**src/rtl/mpfe_pkg.sv**
```systemverilog
// shared types, codes and helper functions for the pwm fade engine
// no dependencies
`timescale 1ns / 1ps

package mpfe_pkg;

  localparam int DUTY_W = 16;
  localparam int TIME_W = 32;
  localparam int PROD_W = DUTY_W + TIME_W;

  localparam logic [1:0] ACT_TICK  = 2'd0;
  localparam logic [1:0] ACT_FADE  = 2'd1;
  localparam logic [1:0] ACT_QUEUE = 2'd2;
  localparam logic [1:0] ACT_STOP  = 2'd3;

  localparam logic CFG_MAX_DUTY = 1'b0;
  localparam logic CFG_GAP      = 1'b1;

  localparam logic [DUTY_W-1:0] MAX_DUTY_RST = 16'd4095;
  localparam logic [DUTY_W-1:0] GAP_RST      = 16'd15;

  typedef enum logic [4:0] {
    CMD_NOP,
    CMD_LATCH,
    CMD_STOP,
    CMD_QUEUE,
    CMD_PEND_SEL,
    CMD_PEND_APPLY,
    CMD_CUR_ZERO,
    CMD_CUR_CH,
    CMD_CUR_INC,
    CMD_FADE_LOAD,
    CMD_FADE_MUL,
    CMD_DIV_GO,
    CMD_FADE_UPD,
    CMD_FORCE,
    CMD_START,
    CMD_EMIT,
    CMD_FLUSH
  } cmd_t;

  typedef enum logic [3:0] {
    S_IDLE,
    S_DISPATCH,
    S_FORCE,
    S_START,
    S_PEND_RD,
    S_PEND_APPLY,
    S_FADE_FIRST,
    S_SCAN,
    S_FADE_RD,
    S_MUL,
    S_DIV_GO,
    S_DIV_WAIT,
    S_UPD,
    S_NEXT,
    S_EMIT,
    S_FINISH
  } state_t;

  typedef struct packed {
    logic [1:0] action;
    logic       ch_ok;
    logic       from_zero;
    logic       gap_ok;
    logic       pend_any;
    logic       cur_active;
    logic       cur_last;
    logic       time_done;
    logic       div_done;
    logic       chg;
    logic       hold_valid;
    logic       out_free;
  } status_t;

  function automatic logic [DUTY_W-1:0] clamp_duty(input logic [DUTY_W-1:0] d,
                                                   input logic [DUTY_W-1:0] maxd);
    clamp_duty = (d > maxd) ? maxd : d;
  endfunction

  // final duty stored by a channel setting
  function automatic logic [DUTY_W-1:0] set_duty(input logic on,
                                                 input logic [DUTY_W-1:0] d,
                                                 input logic keep,
                                                 input logic [DUTY_W-1:0] maxd);
    logic [DUTY_W-1:0] c;
    c = clamp_duty(d, maxd);
    if (on && c == '0 && !keep) begin
      c = maxd;
    end
    set_duty = c;
  endfunction

endpackage

```
**src/rtl/mpfe_div.sv**
```systemverilog
// restoring divider, one quotient bit per cycle
// quotient is known to fit in DUTY_W bits; uses mpfe_pkg
`timescale 1ns / 1ps

module mpfe_div (
  input  logic                          clk,
  input  logic                          rst,
  input  logic                          start,
  input  logic [mpfe_pkg::PROD_W-1:0]   dividend,
  input  logic [mpfe_pkg::TIME_W-1:0]   divisor,
  output logic [mpfe_pkg::DUTY_W-1:0]   quotient,
  output logic                          done
);

  logic                          busy;
  logic [3:0]                    cnt;
  logic [mpfe_pkg::TIME_W-1:0]   rem;
  logic [mpfe_pkg::DUTY_W-1:0]   low;
  logic [mpfe_pkg::TIME_W:0]     trial;
  logic [mpfe_pkg::TIME_W:0]     diff;
  logic                          ge;

  assign trial = {rem, low[mpfe_pkg::DUTY_W-1]};
  assign diff  = trial - {1'b0, divisor};
  assign ge    = trial >= {1'b0, divisor};

  always_ff @(posedge clk) begin
    if (rst) begin
      busy <= 1'b0;
      done <= 1'b0;
      cnt  <= '0;
    end else if (start) begin
      busy <= 1'b1;
      done <= 1'b0;
      cnt  <= '0;
    end else if (busy) begin
      cnt <= cnt + 4'd1;
      if (cnt == 4'd15) begin
        busy <= 1'b0;
        done <= 1'b1;
      end
    end
  end

  always_ff @(posedge clk) begin
    if (start) begin
      rem      <= dividend[mpfe_pkg::PROD_W-1:mpfe_pkg::DUTY_W];
      low      <= dividend[mpfe_pkg::DUTY_W-1:0];
      quotient <= '0;
    end else if (busy) begin
      rem      <= ge ? diff[mpfe_pkg::TIME_W-1:0] : trial[mpfe_pkg::TIME_W-1:0];
      low      <= {low[mpfe_pkg::DUTY_W-2:0], 1'b0};
      quotient <= {quotient[mpfe_pkg::DUTY_W-2:0], ge};
    end
  end

endmodule

```
**src/rtl/mpfe_dp.sv**
```systemverilog
// datapath: channel state, fade and pending stores, divider, result registers
// uses mpfe_pkg and mpfe_div
`timescale 1ns / 1ps

module mpfe_dp #(
  parameter int CHANNELS = 16
) (
  input  logic                  clk,
  input  logic                  rst,
  input  mpfe_pkg::cmd_t        cmd,
  output mpfe_pkg::status_t     st,
  input  logic [1:0]            action,
  input  logic [31:0]           now_ms,
  input  logic [3:0]            channel,
  input  logic [15:0]           level,
  input  logic [31:0]           fade_len_ms,
  input  logic                  turn_on,
  input  logic                  keep_zero,
  input  logic                  fade_from_zero,
  input  logic                  cfg_we,
  input  logic                  cfg_index,
  input  logic [15:0]           cfg_data,
  output logic                  out_valid,
  input  logic                  out_ready,
  output logic [3:0]            out_channel,
  output logic [15:0]           out_duty,
  output logic                  out_on,
  output logic                  last
);

  localparam int CW = (CHANNELS > 1) ? $clog2(CHANNELS) : 1;
  localparam int DW = mpfe_pkg::DUTY_W;
  localparam int TW = mpfe_pkg::TIME_W;

  typedef struct packed {
    logic [TW-1:0] start;
    logic [TW-1:0] len;
    logic [DW-1:0] from;
    logic [DW-1:0] to;
  } fade_t;

  // latched item
  logic [1:0]    i_action;
  logic [TW-1:0] i_now;
  logic [3:0]    i_channel;
  logic [DW-1:0] i_level;
  logic [TW-1:0] i_dur;
  logic          i_turn_on;
  logic          i_keep_zero;
  logic          i_from_zero;

  logic [DW-1:0] max_duty;
  logic [DW-1:0] gap_ms;
  logic [TW-1:0] last_apply;

  logic [CHANNELS-1:0] chan_on;
  logic [DW-1:0]       chan_duty [CHANNELS];
  logic [CHANNELS-1:0] fade_active;
  logic [CHANNELS-1:0] pend_valid;

  fade_t         fade_mem [CHANNELS];
  logic [17:0]   pend_mem [CHANNELS];
  fade_t         fade_rd;
  logic [17:0]   pend_rd;

  logic [CW-1:0] cur;
  logic [CW-1:0] pend_idx;
  logic [CW-1:0] ch_idx;
  logic          chg;

  logic [TW-1:0]                 f_elapsed;
  logic [TW-1:0]                 f_len;
  logic [DW-1:0]                 f_from;
  logic [DW-1:0]                 f_to;
  logic                          time_done;
  logic [mpfe_pkg::PROD_W-1:0]   prod;
  logic [DW-1:0]                 f_diff;
  logic [DW-1:0]                 quo;
  logic                          div_done;

  logic          hold_valid;
  logic [3:0]    hold_channel;
  logic [DW-1:0] hold_duty;
  logic          hold_on;
  logic          out_free;
  logic          push;

  logic          cur_on;
  logic [DW-1:0] cur_duty;
  logic [DW-1:0] upd_raw;
  logic          upd_on;
  logic [DW-1:0] upd_duty;
  logic [DW-1:0] pa_duty;
  logic [TW-1:0] ld_elapsed;

  assign ch_idx   = CW'(i_channel);
  assign cur_on   = chan_on[cur];
  assign cur_duty = chan_duty[cur];
  assign out_free = !out_valid || out_ready;
  assign f_diff   = (f_to >= f_from) ? (f_to - f_from) : (f_from - f_to);
  assign push     = (cmd == mpfe_pkg::CMD_EMIT && hold_valid) || cmd == mpfe_pkg::CMD_FLUSH;

  always_comb begin
    pend_idx = '0;
    for (int i = CHANNELS - 1; i >= 0; i--) begin
      if (pend_valid[i]) begin
        pend_idx = CW'(i);
      end
    end
  end

  assign ld_elapsed    = i_now - fade_rd.start;
  assign upd_raw = time_done ? f_to : ((f_to >= f_from) ? (f_from + quo) : (f_from - quo));
  assign upd_on  = (upd_raw != '0) || (f_to != '0);
  assign upd_duty = mpfe_pkg::set_duty(upd_on, upd_raw, 1'b1, max_duty);
  assign pa_duty  = mpfe_pkg::set_duty(pend_rd[16], pend_rd[15:0], pend_rd[17], max_duty);

  always_comb begin
    st.action     = i_action;
    st.ch_ok      = {28'd0, i_channel} < 32'(CHANNELS);
    st.from_zero  = i_from_zero;
    st.gap_ok     = (last_apply == '0) || ((i_now - last_apply) >= {16'd0, gap_ms});
    st.pend_any   = |pend_valid;
    st.cur_active = fade_active[cur];
    st.cur_last   = cur == CW'(CHANNELS - 1);
    st.time_done  = time_done;
    st.div_done   = div_done;
    st.chg        = chg;
    st.hold_valid = hold_valid;
    st.out_free   = out_free;
  end

  mpfe_div u_div (
    .clk      (clk),
    .rst      (rst),
    .start    (cmd == mpfe_pkg::CMD_DIV_GO),
    .dividend (prod),
    .divisor  (f_len),
    .quotient (quo),
    .done     (div_done)
  );

  // item latch and fade operands
  always_ff @(posedge clk) begin
    if (cmd == mpfe_pkg::CMD_LATCH) begin
      i_action    <= action;
      i_now       <= now_ms;
      i_channel   <= channel;
      i_level     <= level;
      i_dur       <= fade_len_ms;
      i_turn_on   <= turn_on;
      i_keep_zero <= keep_zero;
      i_from_zero <= fade_from_zero;
    end
    if (cmd == mpfe_pkg::CMD_FADE_LOAD) begin
      f_elapsed <= ld_elapsed;
      f_len     <= fade_rd.len;
      f_from    <= fade_rd.from;
      f_to      <= fade_rd.to;
      time_done <= ld_elapsed >= fade_rd.len;
    end
    if (cmd == mpfe_pkg::CMD_FADE_MUL) begin
      prod <= f_diff * f_elapsed;
    end
  end

  // stores without reset
  always_ff @(posedge clk) begin
    fade_rd <= fade_mem[cur];
    pend_rd <= pend_mem[cur];
    if (cmd == mpfe_pkg::CMD_START) begin
      fade_mem[cur] <= '{start: i_now,
                         len:   (i_dur == '0) ? 32'd1 : i_dur,
                         from:  cur_on ? cur_duty : '0,
                         to:    mpfe_pkg::clamp_duty(i_level, max_duty)};
    end
    if (cmd == mpfe_pkg::CMD_QUEUE) begin
      pend_mem[ch_idx] <= {i_keep_zero, i_turn_on,
                           mpfe_pkg::clamp_duty(i_level, max_duty)};
    end
  end

  // control state of the channels
  always_ff @(posedge clk) begin
    if (rst) begin
      max_duty    <= mpfe_pkg::MAX_DUTY_RST;
      gap_ms      <= mpfe_pkg::GAP_RST;
      last_apply  <= '0;
      chan_on     <= '0;
      fade_active <= '0;
      pend_valid  <= '0;
      cur         <= '0;
      chg         <= 1'b0;
      for (int i = 0; i < CHANNELS; i++) begin
        chan_duty[i] <= '0;
      end
    end else begin
      if (cfg_we) begin
        if (cfg_index == mpfe_pkg::CFG_MAX_DUTY) begin
          max_duty <= cfg_data;
        end else begin
          gap_ms <= cfg_data;
        end
      end
      case (cmd)
        mpfe_pkg::CMD_STOP: begin
          fade_active <= '0;
          pend_valid  <= '0;
        end
        mpfe_pkg::CMD_QUEUE: begin
          pend_valid[ch_idx] <= 1'b1;
        end
        mpfe_pkg::CMD_PEND_SEL: begin
          cur <= pend_idx;
        end
        mpfe_pkg::CMD_PEND_APPLY: begin
          pend_valid[cur] <= 1'b0;
          last_apply      <= i_now;
          chg             <= (cur_on != pend_rd[16]) || (cur_duty != pa_duty);
          chan_on[cur]    <= pend_rd[16];
          chan_duty[cur]  <= pa_duty;
        end
        mpfe_pkg::CMD_CUR_ZERO: begin
          cur <= '0;
        end
        mpfe_pkg::CMD_CUR_CH: begin
          cur <= ch_idx;
        end
        mpfe_pkg::CMD_CUR_INC: begin
          cur <= cur + CW'(1);
        end
        mpfe_pkg::CMD_FADE_UPD: begin
          chg            <= (cur_on != upd_on) || (cur_duty != upd_duty);
          chan_on[cur]   <= upd_on;
          chan_duty[cur] <= upd_duty;
          if (time_done) begin
            fade_active[cur] <= 1'b0;
          end
        end
        mpfe_pkg::CMD_FORCE: begin
          chg            <= !cur_on || (cur_duty != '0);
          chan_on[cur]   <= 1'b1;
          chan_duty[cur] <= '0;
        end
        mpfe_pkg::CMD_START: begin
          chg              <= 1'b1;
          fade_active[cur] <= 1'b1;
          chan_on[cur]     <= 1'b1;
        end
        default: begin
        end
      endcase
    end
  end

  // one result held back so the final one can carry last
  always_ff @(posedge clk) begin
    if (rst) begin
      hold_valid <= 1'b0;
      out_valid  <= 1'b0;
    end else begin
      if (push) begin
        out_valid <= 1'b1;
      end else if (out_ready) begin
        out_valid <= 1'b0;
      end
      if (cmd == mpfe_pkg::CMD_EMIT) begin
        hold_valid <= 1'b1;
      end else if (cmd == mpfe_pkg::CMD_FLUSH) begin
        hold_valid <= 1'b0;
      end
    end
  end

  always_ff @(posedge clk) begin
    if (cmd == mpfe_pkg::CMD_EMIT) begin
      hold_channel <= 4'(cur);
      hold_duty    <= cur_on ? cur_duty : '0;
      hold_on      <= cur_on;
    end
    if (push) begin
      out_channel <= hold_channel;
      out_duty    <= hold_duty;
      out_on      <= hold_on;
      last        <= cmd == mpfe_pkg::CMD_FLUSH;
    end
  end

endmodule

```
**src/rtl/mpfe_ctrl.sv**
```systemverilog
// controller state machine: sequences one item through the datapath
// uses mpfe_pkg
`timescale 1ns / 1ps

module mpfe_ctrl (
  input  logic               clk,
  input  logic               rst,
  input  logic               in_valid,
  output logic               in_ready,
  output mpfe_pkg::cmd_t     cmd,
  input  mpfe_pkg::status_t  st
);

  mpfe_pkg::state_t state, state_next;
  mpfe_pkg::state_t ret, ret_next;

  always_ff @(posedge clk) begin
    if (rst) begin
      state <= mpfe_pkg::S_IDLE;
      ret   <= mpfe_pkg::S_IDLE;
    end else begin
      state <= state_next;
      ret   <= ret_next;
    end
  end

  always_comb begin
    state_next = state;
    ret_next   = ret;
    cmd        = mpfe_pkg::CMD_NOP;
    in_ready   = 1'b0;
    case (state)
      mpfe_pkg::S_IDLE: begin
        in_ready = 1'b1;
        if (in_valid) begin
          cmd        = mpfe_pkg::CMD_LATCH;
          state_next = mpfe_pkg::S_DISPATCH;
        end
      end
      mpfe_pkg::S_DISPATCH: begin
        case (st.action)
          mpfe_pkg::ACT_TICK: begin
            if (st.gap_ok && st.pend_any) begin
              cmd        = mpfe_pkg::CMD_PEND_SEL;
              state_next = mpfe_pkg::S_PEND_RD;
            end else begin
              cmd        = mpfe_pkg::CMD_CUR_ZERO;
              state_next = mpfe_pkg::S_SCAN;
            end
          end
          mpfe_pkg::ACT_FADE: begin
            if (st.ch_ok) begin
              cmd        = mpfe_pkg::CMD_CUR_CH;
              state_next = st.from_zero ? mpfe_pkg::S_FORCE : mpfe_pkg::S_START;
            end else begin
              state_next = mpfe_pkg::S_FINISH;
            end
          end
          mpfe_pkg::ACT_QUEUE: begin
            if (st.ch_ok) begin
              cmd = mpfe_pkg::CMD_QUEUE;
            end
            state_next = mpfe_pkg::S_FINISH;
          end
          default: begin
            cmd        = mpfe_pkg::CMD_STOP;
            state_next = mpfe_pkg::S_FINISH;
          end
        endcase
      end
      mpfe_pkg::S_FORCE: begin
        cmd        = mpfe_pkg::CMD_FORCE;
        state_next = mpfe_pkg::S_EMIT;
        ret_next   = mpfe_pkg::S_START;
      end
      mpfe_pkg::S_START: begin
        cmd        = mpfe_pkg::CMD_START;
        state_next = mpfe_pkg::S_EMIT;
        ret_next   = mpfe_pkg::S_FINISH;
      end
      mpfe_pkg::S_PEND_RD: begin
        state_next = mpfe_pkg::S_PEND_APPLY;
      end
      mpfe_pkg::S_PEND_APPLY: begin
        cmd        = mpfe_pkg::CMD_PEND_APPLY;
        state_next = mpfe_pkg::S_EMIT;
        ret_next   = mpfe_pkg::S_FADE_FIRST;
      end
      mpfe_pkg::S_FADE_FIRST: begin
        cmd        = mpfe_pkg::CMD_CUR_ZERO;
        state_next = mpfe_pkg::S_SCAN;
      end
      mpfe_pkg::S_SCAN: begin
        // store read data for cur is ready in the next cycle
        if (st.cur_active) begin
          state_next = mpfe_pkg::S_FADE_RD;
        end else if (st.cur_last) begin
          state_next = mpfe_pkg::S_FINISH;
        end else begin
          cmd = mpfe_pkg::CMD_CUR_INC;
        end
      end
      mpfe_pkg::S_FADE_RD: begin
        cmd        = mpfe_pkg::CMD_FADE_LOAD;
        state_next = mpfe_pkg::S_MUL;
      end
      mpfe_pkg::S_MUL: begin
        cmd        = mpfe_pkg::CMD_FADE_MUL;
        state_next = st.time_done ? mpfe_pkg::S_UPD : mpfe_pkg::S_DIV_GO;
      end
      mpfe_pkg::S_DIV_GO: begin
        cmd        = mpfe_pkg::CMD_DIV_GO;
        state_next = mpfe_pkg::S_DIV_WAIT;
      end
      mpfe_pkg::S_DIV_WAIT: begin
        if (st.div_done) begin
          state_next = mpfe_pkg::S_UPD;
        end
      end
      mpfe_pkg::S_UPD: begin
        cmd        = mpfe_pkg::CMD_FADE_UPD;
        state_next = mpfe_pkg::S_EMIT;
        ret_next   = mpfe_pkg::S_NEXT;
      end
      mpfe_pkg::S_NEXT: begin
        if (st.cur_last) begin
          state_next = mpfe_pkg::S_FINISH;
        end else begin
          cmd        = mpfe_pkg::CMD_CUR_INC;
          state_next = mpfe_pkg::S_SCAN;
        end
      end
      mpfe_pkg::S_EMIT: begin
        if (!st.chg) begin
          state_next = ret;
        end else if (!st.hold_valid || st.out_free) begin
          cmd        = mpfe_pkg::CMD_EMIT;
          state_next = ret;
        end
      end
      mpfe_pkg::S_FINISH: begin
        if (!st.hold_valid) begin
          state_next = mpfe_pkg::S_IDLE;
        end else if (st.out_free) begin
          cmd        = mpfe_pkg::CMD_FLUSH;
          state_next = mpfe_pkg::S_IDLE;
        end
      end
      default: begin
        state_next = mpfe_pkg::S_IDLE;
      end
    endcase
  end

endmodule

```
**src/rtl/multichannel_pwm_fade_engine_core.sv**
```systemverilog
// multichannel pwm fade engine, one item at a time
// queue and stop go straight to the finish state; a start fade may first force the channel
// to zero; a tick applies at most one pending target, then scans every channel and uses
// the shared divider for each fade that has not reached its end; results wait in a hold
// register until the next push; the next item is taken while the final result still waits in the output register
// synchronous reset clears channel state, valid bits and registers to their reset values
`timescale 1ns / 1ps

module multichannel_pwm_fade_engine_core #(
  parameter int CHANNELS = 16
) (
  input  logic        clk,
  input  logic        rst,
  input  logic        in_valid,
  output logic        in_ready,
  input  logic [1:0]  action,
  input  logic [31:0] now_ms,
  input  logic [3:0]  channel,
  input  logic [15:0] level,
  input  logic [31:0] fade_len_ms,
  input  logic        turn_on,
  input  logic        keep_zero,
  input  logic        fade_from_zero,
  output logic        out_valid,
  input  logic        out_ready,
  output logic [3:0]  out_channel,
  output logic [15:0] out_duty,
  output logic        out_on,
  output logic        last,
  input  logic        cfg_we,
  input  logic        cfg_index,
  input  logic [15:0] cfg_data
);

  mpfe_pkg::cmd_t    cmd;
  mpfe_pkg::status_t st;

  mpfe_ctrl u_ctrl (
    .clk      (clk),
    .rst      (rst),
    .in_valid (in_valid),
    .in_ready (in_ready),
    .cmd      (cmd),
    .st       (st)
  );

  mpfe_dp #(
    .CHANNELS (CHANNELS)
  ) u_dp (
    .clk            (clk),
    .rst            (rst),
    .cmd            (cmd),
    .st             (st),
    .action         (action),
    .now_ms         (now_ms),
    .channel        (channel),
    .level          (level),
    .fade_len_ms    (fade_len_ms),
    .turn_on        (turn_on),
    .keep_zero      (keep_zero),
    .fade_from_zero (fade_from_zero),
    .cfg_we         (cfg_we),
    .cfg_index      (cfg_index),
    .cfg_data       (cfg_data),
    .out_valid      (out_valid),
    .out_ready      (out_ready),
    .out_channel    (out_channel),
    .out_duty       (out_duty),
    .out_on         (out_on),
    .last           (last)
  );

  // nothing held back while waiting for an item
  a_idle_hold_empty: assert property (@(posedge clk) disable iff (rst)
    in_ready |-> !st.hold_valid)
    else $error("held result left over between items");

  a_emit_changed: assert property (@(posedge clk) disable iff (rst)
    cmd == mpfe_pkg::CMD_EMIT |-> st.chg)
    else $error("write issued for an unchanged channel");

  a_flush_room: assert property (@(posedge clk) disable iff (rst)
    cmd == mpfe_pkg::CMD_FLUSH |-> st.out_free)
    else $error("final result pushed over a waiting one");

  a_stop_clears: assert property (@(posedge clk) disable iff (rst)
    cmd == mpfe_pkg::CMD_STOP |=> !st.pend_any)
    else $error("pending targets survive stop");

endmodule

```
**config.mk**
```make
export PLATFORM = sky130hd
export DESIGN_NAME = multichannel_pwm_fade_engine_core
export DESIGN_NICKNAME = d
export VERILOG_FILES = /design/src/rtl/mpfe_pkg.sv /design/src/rtl/mpfe_div.sv /design/src/rtl/mpfe_dp.sv /design/src/rtl/mpfe_ctrl.sv /design/src/rtl/multichannel_pwm_fade_engine_core.sv
export SDC_FILE = /design/constraint.sdc
export NUM_CORES = 2
export LEC_CHECK = 0
export BUFFER_PORTS_ARGS = -buffer_cell sky130_fd_sc_hd__buf_2
export CAP_MARGIN = 20
export CORE_MARGIN = 2
export CORE_UTILIZATION = 55
export DETAILED_ROUTE_END_ITERATION = 6
export PLACE_DENSITY_LB_ADDON = 0.1
export RECOVER_POWER = 25
export SYNTH_ARGS = -nofsm -noshare
export SYNTH_HDL_FRONTEND = slang
export SYNTH_HIERARCHICAL = 1
export SYNTH_SLANG_ARGS = --single-unit
```
**constraint.sdc**
```tcl
create_clock -name clk -period 36.2 [get_ports clk]
set_input_delay 3.62 -clock clk [delete_from_list [all_inputs] [get_ports clk]]
set_output_delay 3.62 -clock clk [all_outputs]
set_load 0.05 [all_outputs]
```
## Word-level counts from Yosys, hierarchy flattened

Memory sizes are Yosys's and may differ from the RTL's. A register that Yosys moved wholly into a read port is not among the register bits.
Cells that the tools add are included.

- Muxes and demuxes: 101
- Reductions and logical operators: 45
- Multipliers: 1
- Magnitude comparators: 11
- Equality and inequality tests: 45
- $add $sub $neg: 9
- Bitwise operators: 9

Operators by type and width:

| cell | count |
|---|---|
| $mux 16 | 14 |
| $pmux 16 s3 | 3 |
| $mux 32 | 4 |
| $mux 4 | 30 |
| $sub 32x32->32 | 3 |
| $pmux 5 s14 | 1 |
| $logic_not 32->1 | 2 |
| $pmux 4 s13 | 1 |
| $gt 16x16->1 | 3 |
| $mul 16x32->48 | 1 |
| $or 16x16->16 | 3 |
| $reduce_bool 16->1 | 3 |
| $sub 16x16->16 | 3 |
| $eq 4x4->1 const B | 10 |
| $eq 5x4->1 const B | 8 |
| $ge 33x32->1 | 1 |
| $and 16x16->16 | 2 |
| $bwmux 16 | 2 |
| $ge 32x16->1 | 1 |
| $ge 32x32->1 | 1 |
| $ne 16x16->1 | 2 |
| $pmux 4 s4 | 2 |
| $reduce_or 16->1 | 2 |
| $mux 1 | 30 |
| other kinds (42) | 89 |

- Output and inout bits: 24
- Memories: 3
- Register bits after elaboration: 474
- Input bits: 111
- Memory bits (writable): 2080
- Logic and storage cells: 263

Memories:

| name | depth | width | read ports | clocked after Yosys merged registers in | wr ports | line | RTL |
|---|---|---|---|---|---|---|---|
| u_dp.fade_mem | 16 | 96 | 1 | 1 | 1 | mpfe_dp.sv:61 | `fade_t fade_mem [CHANNELS];` |
| u_dp.pend_mem | 16 | 18 | 1 | 1 | 1 | mpfe_dp.sv:62 | `logic [17:0] pend_mem [CHANNELS];` |
| u_dp.chan_duty | 16 | 16 | 1 | 1 | 16 | mpfe_dp.sv:57 | `logic [DW-1:0] chan_duty [CHANNELS];` |

## Logic depth before layout (Yosys ltp)

- Word-level depth: 19
- Gate-level depth with buffers: 40
- Depth with buffers taken out: 38

## Modules after synthesis

The synthesis kept the hierarchy.

By module, submodules not included:

| module | area each (sq um) | seq. area each (sq um) | instances | cells an instance |
|---|---|---|---|---|
| mpfe_dp | 121630.4 | 75522.4 | 1 | 7694 |
| mpfe_div | 4976.0 | 1881.8 | 1 | 512 |
| mpfe_ctrl | 863.3 | 160.2 | 1 | 131 |

## Worst setup path before layout

Ideal clock, no wire load.

- Path kind: input -> register
- From: input out_ready
- To: register u_dp.i_channel[0] (netlist: u_dp/ch_idx[0]), enable pin
- Path slack: 24.442 ns
- Stages: 11
- Required time: 35.554 ns
- Setup time: 0.646 ns
- Buffers on the path: 2
- Arrival time: 11.112 ns
- Cell sequence: nand2b_1 > buf_4 > nand2b_1 > nand2_1 > o21ai_0 > a21oi_1 > a21oi_1 > clkbuf_1 > nand2b_1 > or2_2 > nor3_1

RTL lines:

| element | line | RTL |
|---|---|---|
| start: declaration | multichannel_pwm_fade_engine_core.sv:25 | `input logic out_ready,` |
| end signal: assignment | mpfe_dp.sv:148 | `i_channel <= channel;` |
| end: declaration | mpfe_dp.sv:45 | `logic [3:0] i_channel;` |

==> metrics <==
RSZ-0062 raised after global routing false; kind of critical path reg2reg; met2 wire length 163 mm; maximum root-to-sink buffer count 4; global-route usage over all layers 29.2%; Distinct cells, synth 104; area delta synth->final 10.8%; final hold vios 0; failing checks capacitance limit, slew limit; Setup WS post-layout 20680 ps; Resized cells post-CTS 0; setup tns final 0 ps; Worst Tran Pin Value 8300 ps; post-place setup slack 25260 ps; post-synthesis register bit count 2672; vias in the first global route 74223; Final setup viols 0; via count 73795; I/O pins 135; critical path data arrival time 16130 ps; total number of yosys warnings 6; routed len/inst 29.1 um; hold_buf cts 0; top-count cell post-synth edfxtp_1; final period utilization 42.9%; drt pass-1 iters 6; largest net degree at the start of global routing 137; Synth top area share 56.7%; top layer used by detailed routing met5; ys async rst share 0%; max-cap violations 10; Area contributors post-synth edfxtp_1 (57%), mux4_2 (11%), fa_1 (6.7%); H-tree Lvls 5; worst hold slack 399 ps; Core Footprint 0.230 mm^2; Worst setup SP type flop; share of cells above drive strength 1 17.2%; CP Capture Type flop; fin util 61.4%; first-pass GRT wire length 503 mm; syn nets 9234; DP HPWL 214 mm; Max Fclk 64.4 MHz; Mean Syn Cell Area 15.3 um^2; DIE AREA 0.236 mm^2; prevailing post-synth register cell edfxtp_1; Met3 Wirelength 25.7 mm; Final Net Count 9412; Final min period 15520 ps; Die H 485 um; Routed WL 342 mm; global route overflow 0; Worst path slowest cell clkbuf_1; CTS tree yes; Setup Skew 65.3 ps; DRC 0; CTS clk-pin slew, worst paths 70 ps; synth cell count leaders edfxtp_1 (2405), inv_1 (691), mux4_2 (640), nand2_1 (598), nor2_1 (534); clock latency on the worst-skew pair 940 ps; PortBufs 134; DR iter-0 viols 7674; Post-synth EDFFs 2405; sequential area share after synthesis 60.8%; Num Clock Sinks 2672; outcome complete, but fails checks; met1 wire length 140 mm; Max-slew headroom -454%; cell mode on critical path nand2_1; Synth Cell Area 0.127 mm^2; slowest stage delay, CP 5820 ps; Inserted Clock Buffers 294; Yosys top cell by area edfxtp_1; initial antenna violation count 15; gpl congestion 0.933; row count 176; Hold WC Path Type reg2reg; antenna viol nets, final 0; Final Max Slew Viols 465; Critical Path RT 36810 ps; CP Cell Sequence clkbuf_1, nand3_1, inv_1, a21oi_1, o221ai_1, o311ai_2, buf_4, nand2_1, nor3_1, nand2_1, nor2_1, nand2_1, nand2_1, o21ai_2, nor2_1; Root Buffer clkbuf_16; Via density 6.27; Initial Util 55.4%; Syn Inst Count 8337; worst-path maximum fanout 88; number of setup buffers added after CTS 0; die width 485 um
worst paths after layout:
kind / depth (start not counted) / startpoint / endpoint / slack, ps
worst max-delay path: 15 / u_dp/cur[3]$_SDFFE_PP0N_ / u_dp/chan_duty[14][7]$_SDFFCE_PN0P_ / 20680
worst min-delay path: 0 / u_dp/fade_rd[19]$_DFF_P_ / u_dp/f_from[3]$_DFFE_PN_ / 400
worst max register to register: 15 / u_dp/cur[3]$_SDFFE_PP0N_ / u_dp/chan_duty[14][7]$_SDFFCE_PN0P_ / 20680
worst min register to register: 0 / u_dp/fade_rd[19]$_DFF_P_ / u_dp/f_from[3]$_DFFE_PN_ / 400
critical path: cells and delay by family (launching register included):
family	cells	cell delay (ps)
and+or+nand+nor	8	4380
buffers and inverters	3	7110
AOI/OAI and AO/OA	4	1320
DFF	1	2300
sequential cells by signal, summed over array words and instances, names as in the netlist, 18 cells and up, named ones only:
register	flops
u_dp/i_dur	32
u_dp/pend_rd	18
u_dp/prod	48
u_dp/u_div/rem	32
u_dp/i_now	32
u_dp/fade_rd	96
u_dp/chan_duty	256
u_dp/fade_mem	1536
u_dp/pend_mem	288
u_dp/f_elapsed	32
u_dp/last_apply	32
u_dp/f_len	32
through the flow:
stage	cell area (um^2)	cells
after floorplan	127000	8337
after global placement	132000	11240
after detailed placement	132000	11242
after CTS	141000	11755
after global routing	141000	11760
final	141000	11766
cells in the final DEF, fill, tap and decap left out, types with 55 or more instances in the layout:
| cell type | synthesis | routed |
|---|---|---|
| a211oi_1 | 58 | 58 |
| buf_2 | 26 | 119 |
| mux2i_1 | 82 | 82 |
| buf_4 | 15 | 144 |
| xnor2_1 | 125 | 115 |
| a21oi_1 | 285 | 284 |
| xor2_1 | 59 | 55 |
| o21ai_0 | 192 | 191 |
| ha_1 | 362 | 362 |
| edfxtp_1 | 2405 | 2405 |
| and2_1 | 223 | 223 |
| mux4_2 | 640 | 640 |
| nand2b_1 | 87 | 87 |
| clkbuf_1 | 332 | 107 |
| dfxtp_1 | 267 | 264 |
| clkbuf_16 | 0 | 298 |
| fa_1 | 424 | 424 |
| nand3_1 | 55 | 55 |
| a21o_1 | 107 | 107 |
| nand2_1 | 598 | 597 |
| nor2_1 | 534 | 501 |
| inv_1 | 691 | 691 |
area by class of cell:
cell class | count | area (um^2)
antenna | 8 | 20.0
clock buffer | 383 | 7990
timing repair buffer | 317 | 2060
multi-input combinational | 4537 | 46000
clock inverter | 130 | 1260
tap | 3026 | 3790
fill | 16815 | 88900
sequential | 2672 | 77600
inverter | 693 | 2600
cell families after synthesis:
group           Yosys count  share of synthesized area, %
compound gates          983                          5.00
buf+inv                1128                          3.45
fa+ha+maj               786                          10.2
flops                  2672                          60.8
mux                     785                          12.6
other cells               1                       0.00294
xor+xnor                184                          1.26
simple gates           1798                          6.61
routing by layer:
metal / global-route usage [%] / up-vias
met3: 4.25 / 626
met4: 10.2 / 2
met2: 46.5 / 3250
li1: - / 31333
met1: 41.6 / 38584
met5: 0 / -
Power is left out: the tool's default activity adds up to more than one toggle a clock period on the data nets, which glitch-free logic cannot reach.
